==> src/design/fmf_pkg.sv <==
// Shared types and constants of the FIX message framer.
// No dependencies; every design module refers to it by scoped names.
package fmf_pkg;

  localparam int DATA_W           = 8;
  localparam int TAG_BYTES        = 8;
  localparam int TAG_IDX_W        = $clog2(TAG_BYTES);
  localparam int TAG_LEN_W        = 4;
  localparam int ML_W             = 20;
  localparam int BL_W             = 16;
  localparam int REM_W            = BL_W + 1;
  localparam int DIGIT_CNT_W      = 3;
  localparam int OUT_TDATA_W      = 40;
  localparam int CFG_DATA_W       = 64;
  localparam int CFG_ADDR_W       = 5;
  localparam int QUEUE_DEPTH      = 2;
  localparam int TRAILER_BYTES_DEF = 7;
  localparam int MSG_LEN_BITS_DEF  = 20;

  // Register indexes, taken from paddr[4:3].
  localparam logic [1:0] REG_BEGIN_TAG    = 2'd0;
  localparam logic [1:0] REG_TAG_LENGTH   = 2'd1;
  localparam logic [1:0] REG_MAX_BODY_LEN = 2'd2;

  localparam logic [CFG_DATA_W-1:0] BEGIN_TAG_RST = 64'h0000_0038_3D46_4958;
  localparam logic [TAG_LEN_W-1:0]  TAG_LEN_RST   = 4'd5;
  localparam logic [BL_W-1:0]       MAX_BODY_RST  = 16'd4096;

  localparam logic [DATA_W-1:0] SOH_BYTE   = 8'h01;
  localparam logic [DATA_W-1:0] ASCII_ZERO = 8'h30;
  localparam logic [DATA_W-1:0] ASCII_NINE = 8'h39;
  localparam logic [DATA_W-1:0] ASCII_EQ   = 8'h3D;

  localparam logic STATUS_OK      = 1'b0;
  localparam logic STATUS_BAD_LEN = 1'b1;

  typedef enum logic [1:0] {
    PH_HUNT,
    PH_NINE,
    PH_DIGITS,
    PH_BODY
  } phase_t;

  // Live configuration seen by front and back.
  typedef struct packed {
    logic [CFG_DATA_W-1:0] begin_tag;
    logic [TAG_LEN_W-1:0]  tag_len;     // effective length, 1..TAG_BYTES
    logic [BL_W-1:0]       max_body;
  } cfg_t;

  // Classification of one received byte.
  typedef struct packed {
    logic [TAG_BYTES-1:0] tag_hit;      // byte equals tag byte k
    logic                 is_digit;
    logic [3:0]           digit;
    logic                 is_soh;
    logic                 is_nine;
    logic                 is_eq;
  } beat_class_t;

endpackage

==> src/design/fmf_front.sv <==
// Front end: classifies each received byte against the tag and the FIX delimiters.
// Depends on fmf_pkg.
module fmf_front (
  input  logic [fmf_pkg::DATA_W-1:0] data_byte,
  input  fmf_pkg::cfg_t              cfg,
  output fmf_pkg::beat_class_t       cls
);

  always_comb begin : classify
    logic [fmf_pkg::TAG_LEN_W-1:0] sel;
    sel = '0;
    for (int k = 0; k < fmf_pkg::TAG_BYTES; k++) begin
      // tag byte k sits (len-1-k) bytes above the lowest byte
      sel = fmf_pkg::TAG_LEN_W'(cfg.tag_len - fmf_pkg::TAG_LEN_W'(1) -
                                fmf_pkg::TAG_LEN_W'(k));
      cls.tag_hit[k] = (data_byte ==
                        cfg.begin_tag[8*sel[fmf_pkg::TAG_IDX_W-1:0] +: fmf_pkg::DATA_W]);
    end
    cls.is_digit = (data_byte >= fmf_pkg::ASCII_ZERO) && (data_byte <= fmf_pkg::ASCII_NINE);
    cls.digit    = 4'(data_byte - fmf_pkg::ASCII_ZERO);
    cls.is_soh   = (data_byte == fmf_pkg::SOH_BYTE);
    cls.is_nine  = (data_byte == fmf_pkg::ASCII_NINE);
    cls.is_eq    = (data_byte == fmf_pkg::ASCII_EQ);
  end

endmodule

==> src/design/fmf_queue.sv <==
// Short queue of classified beats between front and back.
// Depends on fmf_pkg.
module fmf_queue (
  input  logic                 clk,
  input  logic                 rst_n,
  input  logic                 push,
  input  fmf_pkg::beat_class_t push_data,
  output logic                 full,
  input  logic                 pop,
  output fmf_pkg::beat_class_t pop_data,
  output logic                 not_empty
);

  localparam int PTR_W = (fmf_pkg::QUEUE_DEPTH > 1) ? $clog2(fmf_pkg::QUEUE_DEPTH) : 1;
  localparam int CNT_W = $clog2(fmf_pkg::QUEUE_DEPTH + 1);
  localparam logic [PTR_W-1:0] LAST_PTR = PTR_W'(fmf_pkg::QUEUE_DEPTH - 1);

  fmf_pkg::beat_class_t entry_r [fmf_pkg::QUEUE_DEPTH];
  logic [PTR_W-1:0] wr_ptr_r, wr_ptr_nxt;
  logic [PTR_W-1:0] rd_ptr_r, rd_ptr_nxt;
  logic [CNT_W-1:0] count_r, count_nxt;

  assign full      = (count_r == CNT_W'(fmf_pkg::QUEUE_DEPTH));
  assign not_empty = (count_r != '0);
  assign pop_data  = entry_r[rd_ptr_r];

  always_comb begin
    wr_ptr_nxt = wr_ptr_r;
    rd_ptr_nxt = rd_ptr_r;
    count_nxt  = count_r;
    if (push) begin
      wr_ptr_nxt = (wr_ptr_r == LAST_PTR) ? '0 : wr_ptr_r + PTR_W'(1);
    end
    if (pop) begin
      rd_ptr_nxt = (rd_ptr_r == LAST_PTR) ? '0 : rd_ptr_r + PTR_W'(1);
    end
    if (push && !pop) begin
      count_nxt = count_r + CNT_W'(1);
    end else if (pop && !push) begin
      count_nxt = count_r - CNT_W'(1);
    end
  end

  always_ff @(posedge clk) begin
    if (!rst_n) begin
      wr_ptr_r <= '0;
      rd_ptr_r <= '0;
      count_r  <= '0;
    end else begin
      wr_ptr_r <= wr_ptr_nxt;
      rd_ptr_r <= rd_ptr_nxt;
      count_r  <= count_nxt;
    end
  end

  always_ff @(posedge clk) begin
    if (push) begin
      entry_r[wr_ptr_r] <= push_data;
    end
  end

endmodule

==> src/design/fmf_back.sv <==
// Back end: framing state machine, length parse, byte counting and result register.
// Depends on fmf_pkg.
module fmf_back #(
  parameter int TRAILER_BYTES = fmf_pkg::TRAILER_BYTES_DEF,
  parameter int MSG_LEN_BITS  = fmf_pkg::MSG_LEN_BITS_DEF
) (
  input  logic                               clk,
  input  logic                               rst_n,
  input  fmf_pkg::cfg_t                      cfg,
  input  logic                               q_valid,
  input  fmf_pkg::beat_class_t               q_data,
  output logic                               q_pop,
  output logic                               out_tvalid,
  input  logic                               out_tready,
  output logic [fmf_pkg::OUT_TDATA_W-1:0]    out_tdata,
  output logic                               out_tuser
);

  localparam int TLW = fmf_pkg::TAG_LEN_W;
  localparam int DCW = fmf_pkg::DIGIT_CNT_W;
  localparam int BLW = fmf_pkg::BL_W;
  localparam int RMW = fmf_pkg::REM_W;
  localparam int PADW = fmf_pkg::OUT_TDATA_W - fmf_pkg::ML_W - fmf_pkg::BL_W;

  fmf_pkg::phase_t phase_r, phase_nxt;
  logic [TLW-1:0]          tmc_r, tmc_nxt;
  logic                    saw_nine_r, saw_nine_nxt;
  logic [DCW-1:0]          dcnt_r, dcnt_nxt;
  logic [BLW-1:0]          acc_r, acc_nxt;
  logic [RMW-1:0]          rem_r, rem_nxt;
  logic [MSG_LEN_BITS-1:0] bim_r, bim_nxt;

  logic                        out_valid_r;
  logic                        out_status_r, out_status_nxt;
  logic [fmf_pkg::ML_W-1:0]    out_ml_r, out_ml_nxt;
  logic [BLW-1:0]              out_bl_r, out_bl_nxt;

  logic                    tag_done, eq_seen, len_ok, emit;
  logic [MSG_LEN_BITS-1:0] bim_inc;
  logic [31:0]             ml_ext;

  // Take a byte unless it would emit while the previous result beat still waits.
  assign q_pop = q_valid && (!emit || !out_valid_r || out_tready);

  // Count one more message byte, holding at all ones.
  assign bim_inc = (bim_r == '1) ? bim_r : bim_r + MSG_LEN_BITS'(1);
  assign ml_ext  = 32'(bim_inc);

  // Datapath and result fields
  always_comb begin : datapath
    logic [TLW-1:0] cur;
    logic [TLW-1:0] match;
    logic [19:0]    val;
    cur            = '0;
    match          = '0;
    val            = '0;
    tmc_nxt        = tmc_r;
    saw_nine_nxt   = saw_nine_r;
    dcnt_nxt       = dcnt_r;
    acc_nxt        = acc_r;
    rem_nxt        = rem_r;
    bim_nxt        = bim_r;
    tag_done       = 1'b0;
    eq_seen        = 1'b0;
    len_ok         = 1'b0;
    emit           = 1'b0;
    out_status_nxt = fmf_pkg::STATUS_OK;
    out_ml_nxt     = ml_ext[fmf_pkg::ML_W-1:0];
    out_bl_nxt     = '0;
    case (phase_r)
      fmf_pkg::PH_HUNT: begin
        // restart a count that a shorter tag length left out of range
        cur   = (tmc_r >= cfg.tag_len) ? '0 : tmc_r;
        match = q_data.tag_hit[cur[fmf_pkg::TAG_IDX_W-1:0]] ? cur + TLW'(1)
                                                            : TLW'(q_data.tag_hit[0]);
        if (match >= cfg.tag_len) begin
          tag_done     = 1'b1;
          tmc_nxt      = '0;
          saw_nine_nxt = 1'b0;
          bim_nxt      = MSG_LEN_BITS'(cfg.tag_len);
        end else begin
          tmc_nxt = match;
        end
      end
      fmf_pkg::PH_NINE: begin
        bim_nxt = bim_inc;
        if (saw_nine_r && q_data.is_eq) begin
          eq_seen      = 1'b1;
          dcnt_nxt     = '0;
          acc_nxt      = '0;
          saw_nine_nxt = 1'b0;
        end else begin
          saw_nine_nxt = q_data.is_nine;
        end
      end
      fmf_pkg::PH_DIGITS: begin
        bim_nxt = bim_inc;
        if (q_data.is_digit) begin
          val = {1'b0, acc_r, 3'b000} + {3'b000, acc_r, 1'b0} + 20'(q_data.digit);
          if (val > 20'(cfg.max_body)) begin
            emit           = 1'b1;
            out_status_nxt = fmf_pkg::STATUS_BAD_LEN;
          end else begin
            acc_nxt = val[BLW-1:0];
            if (dcnt_r != '1) begin
              dcnt_nxt = dcnt_r + DCW'(1);
            end
          end
        end else if (q_data.is_soh && (dcnt_r != '0)) begin
          len_ok  = 1'b1;
          rem_nxt = {1'b0, acc_r} + RMW'(TRAILER_BYTES);
          if (rem_nxt == '0) begin
            emit       = 1'b1;
            out_bl_nxt = acc_r;
          end
        end else begin
          emit           = 1'b1;
          out_status_nxt = fmf_pkg::STATUS_BAD_LEN;
        end
      end
      fmf_pkg::PH_BODY: begin
        bim_nxt = bim_inc;
        rem_nxt = (rem_r != '0) ? rem_r - RMW'(1) : rem_r;
        if (rem_r <= RMW'(1)) begin
          emit       = 1'b1;
          out_bl_nxt = acc_r;
        end
      end
      default: begin
      end
    endcase
    // drop all framing state once a result goes out
    if (emit) begin
      tmc_nxt      = '0;
      saw_nine_nxt = 1'b0;
      dcnt_nxt     = '0;
      acc_nxt      = '0;
      rem_nxt      = '0;
      bim_nxt      = '0;
    end
  end

  // Next phase
  always_comb begin
    phase_nxt = phase_r;
    case (phase_r)
      fmf_pkg::PH_HUNT: begin
        if (tag_done) phase_nxt = fmf_pkg::PH_NINE;
      end
      fmf_pkg::PH_NINE: begin
        if (eq_seen) phase_nxt = fmf_pkg::PH_DIGITS;
      end
      fmf_pkg::PH_DIGITS: begin
        if (emit) begin
          phase_nxt = fmf_pkg::PH_HUNT;
        end else if (len_ok) begin
          phase_nxt = fmf_pkg::PH_BODY;
        end
      end
      fmf_pkg::PH_BODY: begin
        if (emit) phase_nxt = fmf_pkg::PH_HUNT;
      end
      default: phase_nxt = fmf_pkg::PH_HUNT;
    endcase
  end

  always_ff @(posedge clk) begin
    if (!rst_n) begin
      phase_r     <= fmf_pkg::PH_HUNT;
      tmc_r       <= '0;
      saw_nine_r  <= 1'b0;
      dcnt_r      <= '0;
      acc_r       <= '0;
      rem_r       <= '0;
      bim_r       <= '0;
      out_valid_r <= 1'b0;
    end else begin
      if (q_pop) begin
        phase_r    <= phase_nxt;
        tmc_r      <= tmc_nxt;
        saw_nine_r <= saw_nine_nxt;
        dcnt_r     <= dcnt_nxt;
        acc_r      <= acc_nxt;
        rem_r      <= rem_nxt;
        bim_r      <= bim_nxt;
      end
      if (q_pop && emit) begin
        out_valid_r <= 1'b1;
      end else if (out_tready) begin
        out_valid_r <= 1'b0;
      end
    end
  end

  always_ff @(posedge clk) begin
    if (q_pop && emit) begin
      out_status_r <= out_status_nxt;
      out_ml_r     <= out_ml_nxt;
      out_bl_r     <= out_bl_nxt;
    end
  end

  assign out_tvalid = out_valid_r;
  assign out_tuser  = out_status_r;
  assign out_tdata  = {{PADW{1'b0}}, out_bl_r, out_ml_r};

endmodule

==> src/design/fix_message_framer.sv <==
// Top level of the FIX message framer: configuration registers, front, queue, back.
// Depends on fmf_pkg, fmf_front, fmf_queue and fmf_back.
//
// Usage:
//   in_*   : byte stream, one byte per beat in in_tdata.
//   out_*  : one beat per framed message or bad length field.
//            out_tdata = message_length [19:0], body_length [35:20], zero pad.
//            out_tuser = frame_status (0 complete message, 1 bad length field).
//   APB    : begin_tag at 0x00, begin_tag_length at 0x08, max_body_length at 0x10.
//            Write only while the framer is idle; writes take effect at once.
// Throughput: one byte per cycle unless a held result beat stops the back end; set
//   by its state update (tag compare, or the multiply-by-ten length accumulate).
// Result path: the byte ending the message is written into the queue; the back end
//   registers the result beat onto out_tvalid as it pops that byte from the queue.
// Reset: rst_n low clears the queue, the framing state and the output beat;
//   registers return to "8=FIX", length 5, body limit 4096; hunting resumes.
// Stall: while out_tready is low the result beat holds; the back end keeps
//   taking bytes until one would produce a second result, then the two-entry
//   queue fills and in_tready drops.
module fix_message_framer #(
  parameter int TRAILER_BYTES = fmf_pkg::TRAILER_BYTES_DEF,
  parameter int MSG_LEN_BITS  = fmf_pkg::MSG_LEN_BITS_DEF
) (
  input  logic                              clk,
  input  logic                              rst_n,
  // in_tdata: data_byte [7:0]
  input  logic                              in_tvalid,
  output logic                              in_tready,
  input  logic [fmf_pkg::DATA_W-1:0]        in_tdata,
  // out_tdata: message_length [19:0], body_length [35:20], zeros [39:36]
  output logic                              out_tvalid,
  input  logic                              out_tready,
  output logic [fmf_pkg::OUT_TDATA_W-1:0]   out_tdata,
  // out_tuser: frame_status [0]
  output logic                              out_tuser,
  input  logic                              psel,
  input  logic                              penable,
  input  logic                              pwrite,
  input  logic [fmf_pkg::CFG_ADDR_W-1:0]    paddr,
  input  logic [fmf_pkg::CFG_DATA_W-1:0]    pwdata,
  output logic [fmf_pkg::CFG_DATA_W-1:0]    prdata,
  output logic                              pready
);

  logic [fmf_pkg::CFG_DATA_W-1:0] begin_tag_r;
  logic [fmf_pkg::TAG_LEN_W-1:0]  tag_len_r;
  logic [fmf_pkg::BL_W-1:0]       max_body_r;
  logic [1:0]                     reg_idx;
  logic                           wr_en;

  fmf_pkg::cfg_t        cfg;
  fmf_pkg::beat_class_t cls;
  fmf_pkg::beat_class_t q_data;
  logic                 q_full, q_valid, q_pop, push;

  assign pready  = 1'b1;
  assign reg_idx = paddr[4:3];
  assign wr_en   = psel && penable && pwrite && pready;

  always_ff @(posedge clk) begin
    if (!rst_n) begin
      begin_tag_r <= fmf_pkg::BEGIN_TAG_RST;
      tag_len_r   <= fmf_pkg::TAG_LEN_RST;
      max_body_r  <= fmf_pkg::MAX_BODY_RST;
    end else if (wr_en) begin
      case (reg_idx)
        fmf_pkg::REG_BEGIN_TAG:    begin_tag_r <= pwdata;
        fmf_pkg::REG_TAG_LENGTH:   tag_len_r   <= pwdata[fmf_pkg::TAG_LEN_W-1:0];
        fmf_pkg::REG_MAX_BODY_LEN: max_body_r  <= pwdata[fmf_pkg::BL_W-1:0];
        default: begin
        end
      endcase
    end
  end

  always_comb begin
    case (reg_idx)
      fmf_pkg::REG_BEGIN_TAG:    prdata = begin_tag_r;
      fmf_pkg::REG_TAG_LENGTH:   prdata = fmf_pkg::CFG_DATA_W'(tag_len_r);
      fmf_pkg::REG_MAX_BODY_LEN: prdata = fmf_pkg::CFG_DATA_W'(max_body_r);
      default:                   prdata = '0;
    endcase
  end

  // Clamp the tag length: zero acts as one, anything above the tag width as full.
  always_comb begin
    cfg.begin_tag = begin_tag_r;
    cfg.max_body  = max_body_r;
    if (tag_len_r == '0) begin
      cfg.tag_len = fmf_pkg::TAG_LEN_W'(1);
    end else if (tag_len_r > fmf_pkg::TAG_LEN_W'(fmf_pkg::TAG_BYTES)) begin
      cfg.tag_len = fmf_pkg::TAG_LEN_W'(fmf_pkg::TAG_BYTES);
    end else begin
      cfg.tag_len = tag_len_r;
    end
  end

  // Accept a beat whenever the queue has room.
  assign in_tready = !q_full;
  assign push      = in_tvalid && in_tready;

  fmf_front u_front (
    .data_byte (in_tdata),
    .cfg       (cfg),
    .cls       (cls)
  );

  fmf_queue u_queue (
    .clk       (clk),
    .rst_n     (rst_n),
    .push      (push),
    .push_data (cls),
    .full      (q_full),
    .pop       (q_pop),
    .pop_data  (q_data),
    .not_empty (q_valid)
  );

  fmf_back #(
    .TRAILER_BYTES (TRAILER_BYTES),
    .MSG_LEN_BITS  (MSG_LEN_BITS)
  ) u_back (
    .clk        (clk),
    .rst_n      (rst_n),
    .cfg        (cfg),
    .q_valid    (q_valid),
    .q_data     (q_data),
    .q_pop      (q_pop),
    .out_tvalid (out_tvalid),
    .out_tready (out_tready),
    .out_tdata  (out_tdata),
    .out_tuser  (out_tuser)
  );

endmodule

==> config.mk <==
export PLATFORM = sky130hd
export DESIGN_NAME = fix_message_framer
export DESIGN_NICKNAME = d
export VERILOG_FILES = /design/src/design/fmf_pkg.sv /design/src/design/fmf_front.sv /design/src/design/fmf_queue.sv /design/src/design/fmf_back.sv /design/src/design/fix_message_framer.sv
export SDC_FILE = /design/constraint.sdc
export NUM_CORES = 1
export LEC_CHECK = 0
export BUFFER_PORTS_ARGS = -buffer_cell sky130_fd_sc_hd__buf_2
export CAP_MARGIN = 20
export CORE_MARGIN = 1.5
export CORE_UTILIZATION = 50
export CTS_BUF_LIST = sky130_fd_sc_hd__clkbuf_16
export DETAILED_ROUTE_END_ITERATION = 16
export MAX_ROUTING_LAYER = met4
export PLACE_DENSITY_LB_ADDON = 0.15
export SYNTH_ARGS = -nofsm -noshare
export SYNTH_HDL_FRONTEND = slang
export SYNTH_SLANG_ARGS = --single-unit
export TNS_END_PERCENT = 1
==> constraint.sdc <==
create_clock -name clk -period 9.5 [get_ports clk]
set_clock_uncertainty 0.05 [all_clocks]
set_input_delay 0 -clock clk [delete_from_list [all_inputs] [get_ports clk]]
set_output_delay 0 -clock clk [all_outputs]
set_load 0.03 [all_outputs]
==> results.tsv, run 1 <==
stage	metric	value	unit
power	P_leak	8.37	nW
power	Sw Share	0.280	
clock_network	setup bufs post-CTS	0	
finish	share of layout cells above drive strength 1	0.147	
global_route	gr ovfl total	0	
placement	DP Wirelength	28.9	mm
detailed_routing	wirelength, routed	40.2	mm
synth	mapped cell area	0.0149	mm^2
global_route	first-pass GRT wire length	64.4	mm
placement	Placed Area	0.0160	mm^2
power	maximum vdd ir drop	0.131	mV
timing	Final min period	7320	ps
worst_setup_path	Crit. End Element	flip-flop	
synth	synth unique cells	77	
finish	area grow syn2layout	18.1	%
power	pwr/cell area	140	mW/mm^2
worst_setup_path	CP max FO	39	
global_route	vias in the first global route	12200	
finish	Total Nets Final	2017	
synth	YS warnings	0	
clock_network	cts repair resizes	0	
clock_network	clk root buf	clkbuf_16	
detailed_routing	Pre-Repair DR Iteration Count	5	
synth	synth top area cells	dfxtp_1 (20%), mux2i_1 (15%), edfxtp_1 (14%)	
run	Max Cap Viol	0	
worst_setup_path	Setup Crit Path Kind	reg -> reg	
power	switching pwr	692	uW
timing	slew of the pin with the lowest slew margin	1100	ps
floorplan	Die Wd	176	um
finish	ant diodes	0	
worst_setup_path	Reg2Reg Depth	25	
timing	RSZ-0062 raised after global routing	no	
worst_hold_path	Hold WC Path Type	in -> reg	
synth	Synth top area share	0.205	
detailed_routing	Antenna Nets Post-Route	0	
detailed_routing	DR DRC count	0	
synth	top_reg_cell synth	dfxtp_1	
synth	number of synthesized flops with an enable pin	69	
synth	Seq/Total Area, Yosys	0.344	
synth	number of synthesized register bits	222	
finish	fillers	2633	
global_route	largest net degree at the start of global routing	58	
placement	IO Port Bufs	183	
synth	Synth async-reset ratio	0	
clock_network	CTS tree	yes	
power	Sequential Power Share	0.426	
clock_network	Reg clk slew, reported paths	60	ps
clock_network	# clock sinks	222	
worst_hold_path	hold depth	2	
power	power share of the combinational group	0.178	
detailed_routing	Initial DRC Count	711	
finish	fin area	0.0177	mm^2
synth	synthesized instance count	1666	
worst_setup_path	max incr delay on CP	760	ps
timing	Worst slew margin	0.266	
timing	fin crit share	0.771	
clock_network	total CTS buffers	26	
timing	max frequency	137	MHz
timing	endpoints failing hold	0	
floorplan	initial core utilization	0.506	
worst_setup_path	slowest CP cell	dfxtp_1	
clock_network	H-tree levels	1	
floorplan	IO Count	192	
synth	Yosys top cell by area	dfxtp_1	
timing	setup violators final	0	
global_route	initial antenna violation count	0	
floorplan	Rows	63	
floorplan	Die H	176	um
global_route	total global-route track usage	0.264	
worst_setup_path	Critical Path Source Type	flip-flop	
power	Pint	1.78	mW
synth	syn avg cell area	8.97	um^2
detailed_routing	Vias	12900	
worst_setup_path	critical path arrival	7720	ps
placement	routability cong.	0.908	
detailed_routing	average wire per standard cell	17.7	um
clock_network	Longest Clk Path Bufs	3	
timing	Slew Limit Fails	0	
finish	commonest cells after routing, fill and taps aside	nand2_1 (224), mux2i_1 (224), buf_2 (183)	
worst_setup_path	WP data required	9900	ps
floorplan	die area	0.0309	mm^2
timing	Fin Setup TNS	0	ps
floorplan	Core Area	0.0296	mm^2
clock_network	Worst-Skew Late Latency	530	ps
detailed_routing	Vias/cell	5.66	
status	status	completed	
power	Clock power frac	0.396	
[per-layer routing]
layer | vias to the layer above | part of all wire | wire [um] | track usage
li1 | 6338 | - | - | -
met1 | 6089 | 0.47 | 18700 | 0.353
met2 | 361 | 0.46 | 18300 | 0.418
met3 | 72 | 0.052 | 2080 | 0.0331
met4 | 0 | 0.027 | 1080 | 0.0773
met5 | - | 0 | 0 | -
[layout make-up]
cell class | instances | area (um^2) | share of cell area
inverter | 49 | 184 | 0.0104
sequential | 222 | 5130 | 0.291
timing repair buffer | 275 | 1810 | 0.102
multi-input combinational | 1287 | 9190 | 0.520
clock inverter | 17 | 77.6 | 0.00439
tap | 390 | 488 | 0.0276
clock buffer | 31 | 776 | 0.0439
[metrics by stage]
| stage | setup WS, ps | instances | utilization | total power, mW | hold WS, ps |
|---|---|---|---|---|---|
| after floorplan | 2030 | 1669 | - | 1.38 | 48.9 |
| after global placement | 1890 | 2146 | 0.542 | 1.48 | 163 |
| after detailed placement | 1800 | 2146 | 0.542 | 1.49 | 165 |
| after CTS | 1750 | 2269 | 0.596 | 2.49 | 5.55 |
| after global routing | 1670 | 2271 | 0.597 | 2.58 | 15.2 |
| final | 2180 | 2271 | 0.597 | 2.47 | 30.5 |
[sequential cells by signal (all words and copies together) (netlist names), 2 cells and up, named ones only]
name             count
begin_tag_r         64
u_queue.entry_r     32
u_back.bim_r        20
u_back.out_ml_r     20
u_back.rem_r        17
max_body_r          16
u_back.acc_r        16
u_back.out_bl_r     16
tag_len_r            4
u_back.tmc_r         4
u_back.dcnt_r        3
u_back.phase_r       2
u_queue.count_r      2
[cell families (layout without fill, tap and decap cells)]
group,Yosys count,count (layout),synth area share
compound gates,293,293,0.130
xor+xnor,123,123,0.0726
fa+ha+maj,72,72,0.0613
buf+inv,160,372,0.0448
flops,222,222,0.344
mux,238,238,0.163
other cells,2,5,0.000502
simple gates,556,556,0.184
[Yosys cell counts, types with 12 or more instances]
| master | instances |
|---|---|
| a21o_1 | 17 |
| a21oi_1 | 112 |
| a22o_1 | 28 |
| and2_1 | 73 |
| buf_1 | 12 |
| buf_2 | 13 |
| clkbuf_1 | 74 |
| dfxtp_1 | 153 |
| edfxtp_1 | 69 |
| ha_1 | 70 |
| inv_1 | 48 |
| mux2i_1 | 224 |
| nand2_1 | 225 |
| nand3_1 | 38 |
| nand4_1 | 38 |
| nor2_1 | 74 |
| nor2b_1 | 14 |
| nor3_1 | 20 |
| o21ai_0 | 39 |
| xnor2_1 | 40 |
| xor2_1 | 82 |
[power by group through the flow]
stage               sequential (mW)  clock, mW  combinational [mW]
global route                   1.06       1.04               0.485
CTS                            1.05      0.997               0.441
global placement               1.07          0               0.407
detailed placement             1.07          0               0.416
floorplan                      1.05          0               0.324
finish                         1.05      0.980               0.441
[timing repair]
action / in CTS / in global routing
setup endpoints to repair: 0 / 0
endpoints found under the hold margin: 103 / 0
hold buffers: 75 / 0
[worst paths after layout]
| kind | from | to | slack [ps] |
|---|---|---|---|
| max | flip-flop | u_queue.count_r[1]$_SDFFE_PN0P_ | 2180 |
| min | in_tdata[5] | u_queue.entry_r[0][7]$_DFFE_PP_ | 30 |
| max reg2reg | flip-flop | u_queue.count_r[1]$_SDFFE_PN0P_ | 2180 |
| min reg2reg | u_back.dcnt_r[2]$_SDFFE_PN0P_ | u_back.dcnt_r[2]$_SDFFE_PN0P_ | 420 |
[worst max-delay path: cells and delay by family, from the launching register on]
| family | cells | cell delay (ps) |
|---|---|---|
| AOI/OAI and AO/OA | 13 | 3120 |
| xor gates and xnor gates | 1 | 200 |
| adders and majority gates | 4 | 1430 |
| buffers and inverters | 2 | 360 |
| DFF | 1 | 760 |
| muxes | 1 | 290 |
| and+or+nand+nor | 4 | 1020 |
Note: power is estimated with default switching activity, not from simulation.
==> run 2, diff against run 1 <==
clock period = 6.37 ns   (was 9.5 ns; I/O delays follow)
==> results.tsv, run 2 (synthesis gave the netlist of run 1 again) <==
stage	metric	value	unit
detailed_routing	average wire per standard cell	17.9	um
detailed_routing	Pre-Repair DR Iteration Count	7	
global_route	gr ovfl total	0	
timing	Worst slew margin	0.243	
timing	slew of the pin with the lowest slew margin	1140	ps
finish	commonest cells after routing, fill and taps aside	nand2_1 (224), mux2i_1 (224), buf_2 (183)	
timing	Fin Setup TNS	0	ps
clock_network	Reg clk slew, reported paths	60	ps
timing	endpoints failing hold	0	
floorplan	Rows	63	
detailed_routing	Vias	13000	
detailed_routing	wirelength, routed	41.0	mm
finish	area grow syn2layout	20.4	%
detailed_routing	Max Used Layer	met4	
clock_network	Worst-Skew Late Latency	530	ps
clock_network	total CTS buffers	27	
finish	max FFs per register	64	
placement	Placed Area	0.0162	mm^2
global_route	largest net degree at the start of global routing	79	
floorplan	IO Count	192	
finish	largest registers	begin_tag_r (64), u_queue.entry_r (32)	
detailed_routing	met1 wire length	18.7	mm
detailed_routing	DR DRC count	0	
global_route	first-pass GRT wire length	65.2	mm
placement	DP Wirelength	29.3	mm
power	power share of the combinational group	0.180	
worst_setup_path	CP max FO	34	
placement	routability cong.	0.899	
global_route	initial antenna violation count	0	
detailed_routing	Initial DRC Count	884	
floorplan	die area	0.0309	mm^2
run	Max Cap Viol	0	
worst_setup_path	Crit. End Element	flip-flop	
clock_network	clk root buf	clkbuf_16	
global_route	vias in the first global route	12200	
power	pwr/cell area	219	mW/mm^2
timing	fin crit share	0.947	
power	Pint	2.87	mW
worst_setup_path	WP data required	6770	ps
finish	share of layout cells above drive strength 1	0.163	
global_route	total global-route track usage	0.269	
power	Clock power frac	0.426	
worst_setup_path	Critical Path Source Type	flip-flop	
placement	IO Port Bufs	183	
finish	Total Nets Final	2038	
timing	RSZ-0062 raised after global routing	no	
power	P_leak	8.53	nW
finish	Largest Register	begin_tag_r	
finish	ant diodes	0	
timing	Slew Limit Fails	0	
clock_network	CTS tree	yes	
worst_hold_path	hold path startpoint	rst_n	
floorplan	initial core utilization	0.506	
power	Sequential Power Share	0.394	
floorplan	Die Wd	176	um
detailed_routing	WL met2	18.9	mm
worst_hold_path	Hold WC Path Type	in -> reg	
floorplan	Die H	176	um
clock_network	Longest Clk Path Bufs	3	
worst_setup_path	critical path arrival	6430	ps
power	maximum vdd ir drop	0.195	mV
finish	fin area	0.0180	mm^2
detailed_routing	Antenna Nets Post-Route	0	
detailed_routing	met3 routed WL	2.33	mm
power	switching pwr	1.07	mW
placement	dpl ws	184	ps
timing	max frequency	166	MHz
clock_network	H-tree levels	1	
clock_network	# clock sinks	222	
timing	Final WS setup	335	ps
timing	setup violators final	0	
detailed_routing	Vias/cell	5.67	
worst_setup_path	Setup Crit Path Kind	reg -> reg	
timing	Final min period	6040	ps
floorplan	Core Area	0.0296	mm^2
status	status	completed	
power	Sw Share	0.272	
## run 2: power by group through the flow
stage | combinational, mW | sequential (mW) | clock (mW)
global route | 0.774 | 1.56 | 1.76
detailed placement | 0.662 | 1.59 | 0
floorplan | 0.487 | 1.57 | 0
CTS | 0.701 | 1.56 | 1.70
finish | 0.710 | 1.55 | 1.68
global placement | 0.646 | 1.58 | 0
## run 2: worst max-delay path, cell delays in order (launching register included)
cell	delay (ps)
dfxtp_1	340
buf_4	150
mux2_2	350
ha_1	290
ha_1	250
a211o_1	360
a2111oi_4	320
o21bai_1	150
a21o_1	230
a211oi_1	270
o21bai_1	110
a21oi_1	190
xnor2_1	180
ha_1	290
nand4_1	160
nor4_2	60
a21oi_2	160
o21ai_0	130
o2111ai_1	150
buf_4	200
nor2_4	50
o31a_4	330
buf_12	190
and2_1	160
buf_4	160
or4b_1	500
a21oi_1	160
## run 2: layer usage
metal  up-vias  track usage
li1       6378            -
met1      6163        0.362
met2       395        0.425
met3        69       0.0329
met4         0       0.0780
met5         -            -
## run 2: cell type report
cell class	instances	area [um^2]
Inverter	49	184
Sequential cell	222	5130
Tap cell	390	488
Fill cell	2560	11600
Timing Repair Buffer	295	1970
Clock buffer	30	751
Clock inverter	19	236
Multi-Input combinational cell	1287	9230
## run 2: worst paths after layout
check / endpoint / slack, ps / cells past startpoint
setup / recovery: u_back.bim_r[2]$_SDFFE_PN0P_ / 330 / 26
hold / removal: tag_len_r[0]$_SDFFE_PN1P_ / 20 / 2
setup reg to reg: u_back.bim_r[2]$_SDFFE_PN0P_ / 330 / 26
hold reg to reg: u_back.saw_nine_r$_SDFFE_PN0P_ / 410 / 2
## run 2: repair_timing
action	4_1_cts	5_1_grt
resized for setup	0	8
hold endpoints to repair	98	0
setup endpoints to repair	0	89
hold buffers	75	0
buffers inserted	0	1
## run 2: through the flow
stage,hold WS [ps],total power [mW],util,instances
finish,24.2,3.95,0.609,2292
global route,39.6,4.10,0.609,2292
CTS,6.75,3.96,0.607,2290
detailed placement,164,2.25,0.548,2166
global placement,162,2.23,0.548,2166
floorplan,48.9,2.06,-,1669
==> run 3, diff against run 2 <==
SYNTH_HIERARCHICAL = 1   (was not set)
==> results.tsv, run 3 <==
stage	metric	value	unit
synth	mapped cell area	0.0155	mm^2
synth	count leader, synth	nand2_1	
synth	number of synthesized register bits	222	
finish	area occupied by multi-input gates	0.00944	mm^2
power	P_leak	7.84	nW
worst_setup_path	r2r setup slk	410	ps
finish	commonest non-fill, non-tap cell in the layout	buf_2	
worst_setup_path	Crit. End Element	flip-flop	
global_route	met3 Usage GRT	0.0271	
worst_setup_path	Setup Crit Path Kind	reg -> reg	
finish	Total Nets Final	1943	
worst_setup_path	reg2reg end	u_queue/count_r[1]$_SDFFE_PN0P_	
floorplan	IO Count	192	
worst_hold_path	hold path startpoint	in_tdata[5]	
finish	ant diodes	0	
timing	Worst slew margin	0.289	
placement	DP Wirelength	28.7	mm
finish	commonest cells after routing, fill and taps aside	buf_2 (182), nand2_1 (178), mux2i_1 (157)	
floorplan	initial core utilization	0.507	
global_route	GRT busiest layer	met2	
timing	RSZ-0062 raised after global routing	no	
global_route	gr ovfl total	0	
synth	Yosys top cell by area	dfxtp_1	
placement	IO Port Bufs	183	
timing	Final min period	5960	ps
finish	share of layout cells above drive strength 1	0.198	
worst_setup_path	Critical Path Source Type	flip-flop	
status	status	completed	
worst_setup_path	crit-path most repeated cell	ha_1	
synth	YS warnings	6	
floorplan	Die H	179	um
placement	routability cong.	0.906	
floorplan	Core Area	0.0305	mm^2
clock_network	H-tree levels	1	
synth	synth top area cells	dfxtp_1 (20%), edfxtp_1 (13%), mux2i_1 (10%)	
worst_setup_path	max incr delay on CP	480	ps
clock_network	Worst-Skew Late Latency	540	ps
synth	syn avg cell area	9.72	um^2
worst_setup_path	critical path arrival	6370	ps
global_route	total global-route track usage	0.258	
timing	Fin Setup TNS	0	ps
finish	Register Area	0.00513	mm^2
detailed_routing	Antenna Nets Post-Route	0	
worst_setup_path	slowest CP cell	a221o_1	
worst_setup_path	WP data required	6780	ps
finish	Finished Layout Cells	2205	
synth	number of synthesized flops with an enable pin	69	
global_route	initial antenna violation count	0	
detailed_routing	wirelength, routed	40.1	mm
timing	Slew Limit Fails	0	
synth	synthesized instance count	1592	
clock_network	total CTS buffers	26	
worst_setup_path	CP max FO	5	
worst_hold_path	hold depth	2	
clock_network	CTS tree	yes	
finish	fillers	2608	
synth	top cells by count, synth	nand2_1 (178), mux2i_1 (157), dfxtp_1 (153), inv_1 (86), nor2_1 (74)	
power	pwr/cell area	196	mW/mm^2
clock_network	Longest Clk Path Bufs	3	
finish	largest registers	begin_tag_r (64), u_queue/entry_r (32)	
floorplan	Die Wd	179	um
detailed_routing	Pre-Repair DR Iteration Count	5	
run	Max Cap Viol	0	
timing	slew of the pin with the lowest slew margin	1060	ps
power	maximum vdd ir drop	0.199	mV
global_route	met1 usage	0.336	
worst_setup_path	Reg2Reg Depth	25	
detailed_routing	average wire per standard cell	18.2	um
finish	max FFs per register	64	
detailed_routing	DR DRC count	0	
global_route	first-pass GRT wire length	63.5	mm
timing	fin crit share	0.936	
floorplan	die area	0.0320	mm^2
synth	Synth top area share	0.198	
global_route	grt met2 use	0.421	
floorplan	Rows	64	
detailed_routing	Initial DRC Count	976	
timing	endpoints failing hold	0	
worst_hold_path	sink of the worst hold path	u_queue/entry_r[0][7]$_DFFE_PP_	
detailed_routing	Vias/cell	5.75	
timing	setup violators final	0	
clock_network	Reg clk slew, reported paths	60	ps
finish	area grow syn2layout	16.8	%
synth	Synth async-reset ratio	0	
detailed_routing	Vias	12700	
clock_network	# clock sinks	222	
synth	Seq/Total Area, Yosys	0.332	
worst_hold_path	Hold WC Path Type	in -> reg	
global_route	largest net degree at the start of global routing	95	
global_route	vias in the first global route	11900	
timing	max frequency	168	MHz
synth	top_reg_cell synth	dfxtp_1	
finish	Largest Register	begin_tag_r	
synth	synth unique cells	89	
clock_network	clk root buf	clkbuf_16	
placement	Placed Instances	2080	
[run 3: metrics by stage]
stage	cell area, um^2	power, mW	utilization	setup slack (ps)	hold WS (ps)
after floorplan	15500	2.03	-	632	67.5
after global placement	16500	2.16	0.540	557	199
after detailed placement	16500	2.17	0.541	471	205
after CTS	18000	3.57	0.591	425	22.4
after global routing	18100	3.70	0.592	57.4	30.0
final	18100	3.54	0.592	409	38.1
[run 3: what timing repair did]
item	4_1_cts	5_1_grt
gates resized for setup	0	1
hold buffers	77	0
endpoints found under the setup margin	0	1
endpoints found under the hold margin	102	0
setup buffers	0	0
[run 3: cells by family (layout without fill, tap and decap cells)]
| group | Yosys count | count (layout) | share of synthesized area |
|---|---|---|---|
| other | 2 | 5 | 0.000485 |
| XOR/XNOR | 124 | 124 | 0.0720 |
| flip-flops | 222 | 222 | 0.332 |
| multiplexers | 238 | 238 | 0.207 |
| buffers and inverters | 204 | 418 | 0.0596 |
| adder cells (fa/ha/maj) | 69 | 69 | 0.0568 |
| AO/OA/AOI/OAI | 213 | 213 | 0.105 |
| AND/OR/NAND/NOR | 520 | 520 | 0.167 |
[run 3: worst max path at each step]
stage / end / slack [ps]
2_1_floorplan: u_queue/count_r[1]$_SDFFE_PN0P_ / 630
3_3_place_gp: u_queue/count_r[1]$_SDFFE_PN0P_ / 560
3_5_place_dp: u_queue/count_r[1]$_SDFFE_PN0P_ / 470
4_1_cts: u_queue/count_r[1]$_SDFFE_PN0P_ / 420
5_1_grt: u_queue/count_r[1]$_SDFFE_PN0P_ / 60
6_report: u_queue/count_r[1]$_SDFFE_PN0P_ / 410
[run 3: power by group]
group	internal (mW)	switching, mW	total [mW]
Sequential	1.51	0.0368	1.55
Clock	0.766	0.599	1.36
Combinational	0.290	0.343	0.633
[run 3: routing by layer]
metal	wire, um	up-vias
met4	1310	0
li1	-	6149
met2	19000	373
met5	0	-
met1	18000	6087
met3	1690	61
[run 3: cell type report]
type | count | share of cell area
clock inverters | 20 | 0.00554
clock buffers | 27 | 0.0374
repair buffers | 284 | 0.105
inverters | 87 | 0.0181
multi-input cells | 1169 | 0.523
flip-flops and latches | 222 | 0.284
well taps | 396 | 0.0274
[run 3: worst max-delay path: cells and delay by family (launching register included)]
kind,cells,cell delay (ps)
flip-flops,1,400
XOR/XNOR,1,260
AND/OR/NAND/NOR,9,1340
buffers and inverters,1,70
AO/OA/AOI/OAI,8,1840
multiplexers,1,360
adder cells (fa/ha/maj),5,1570
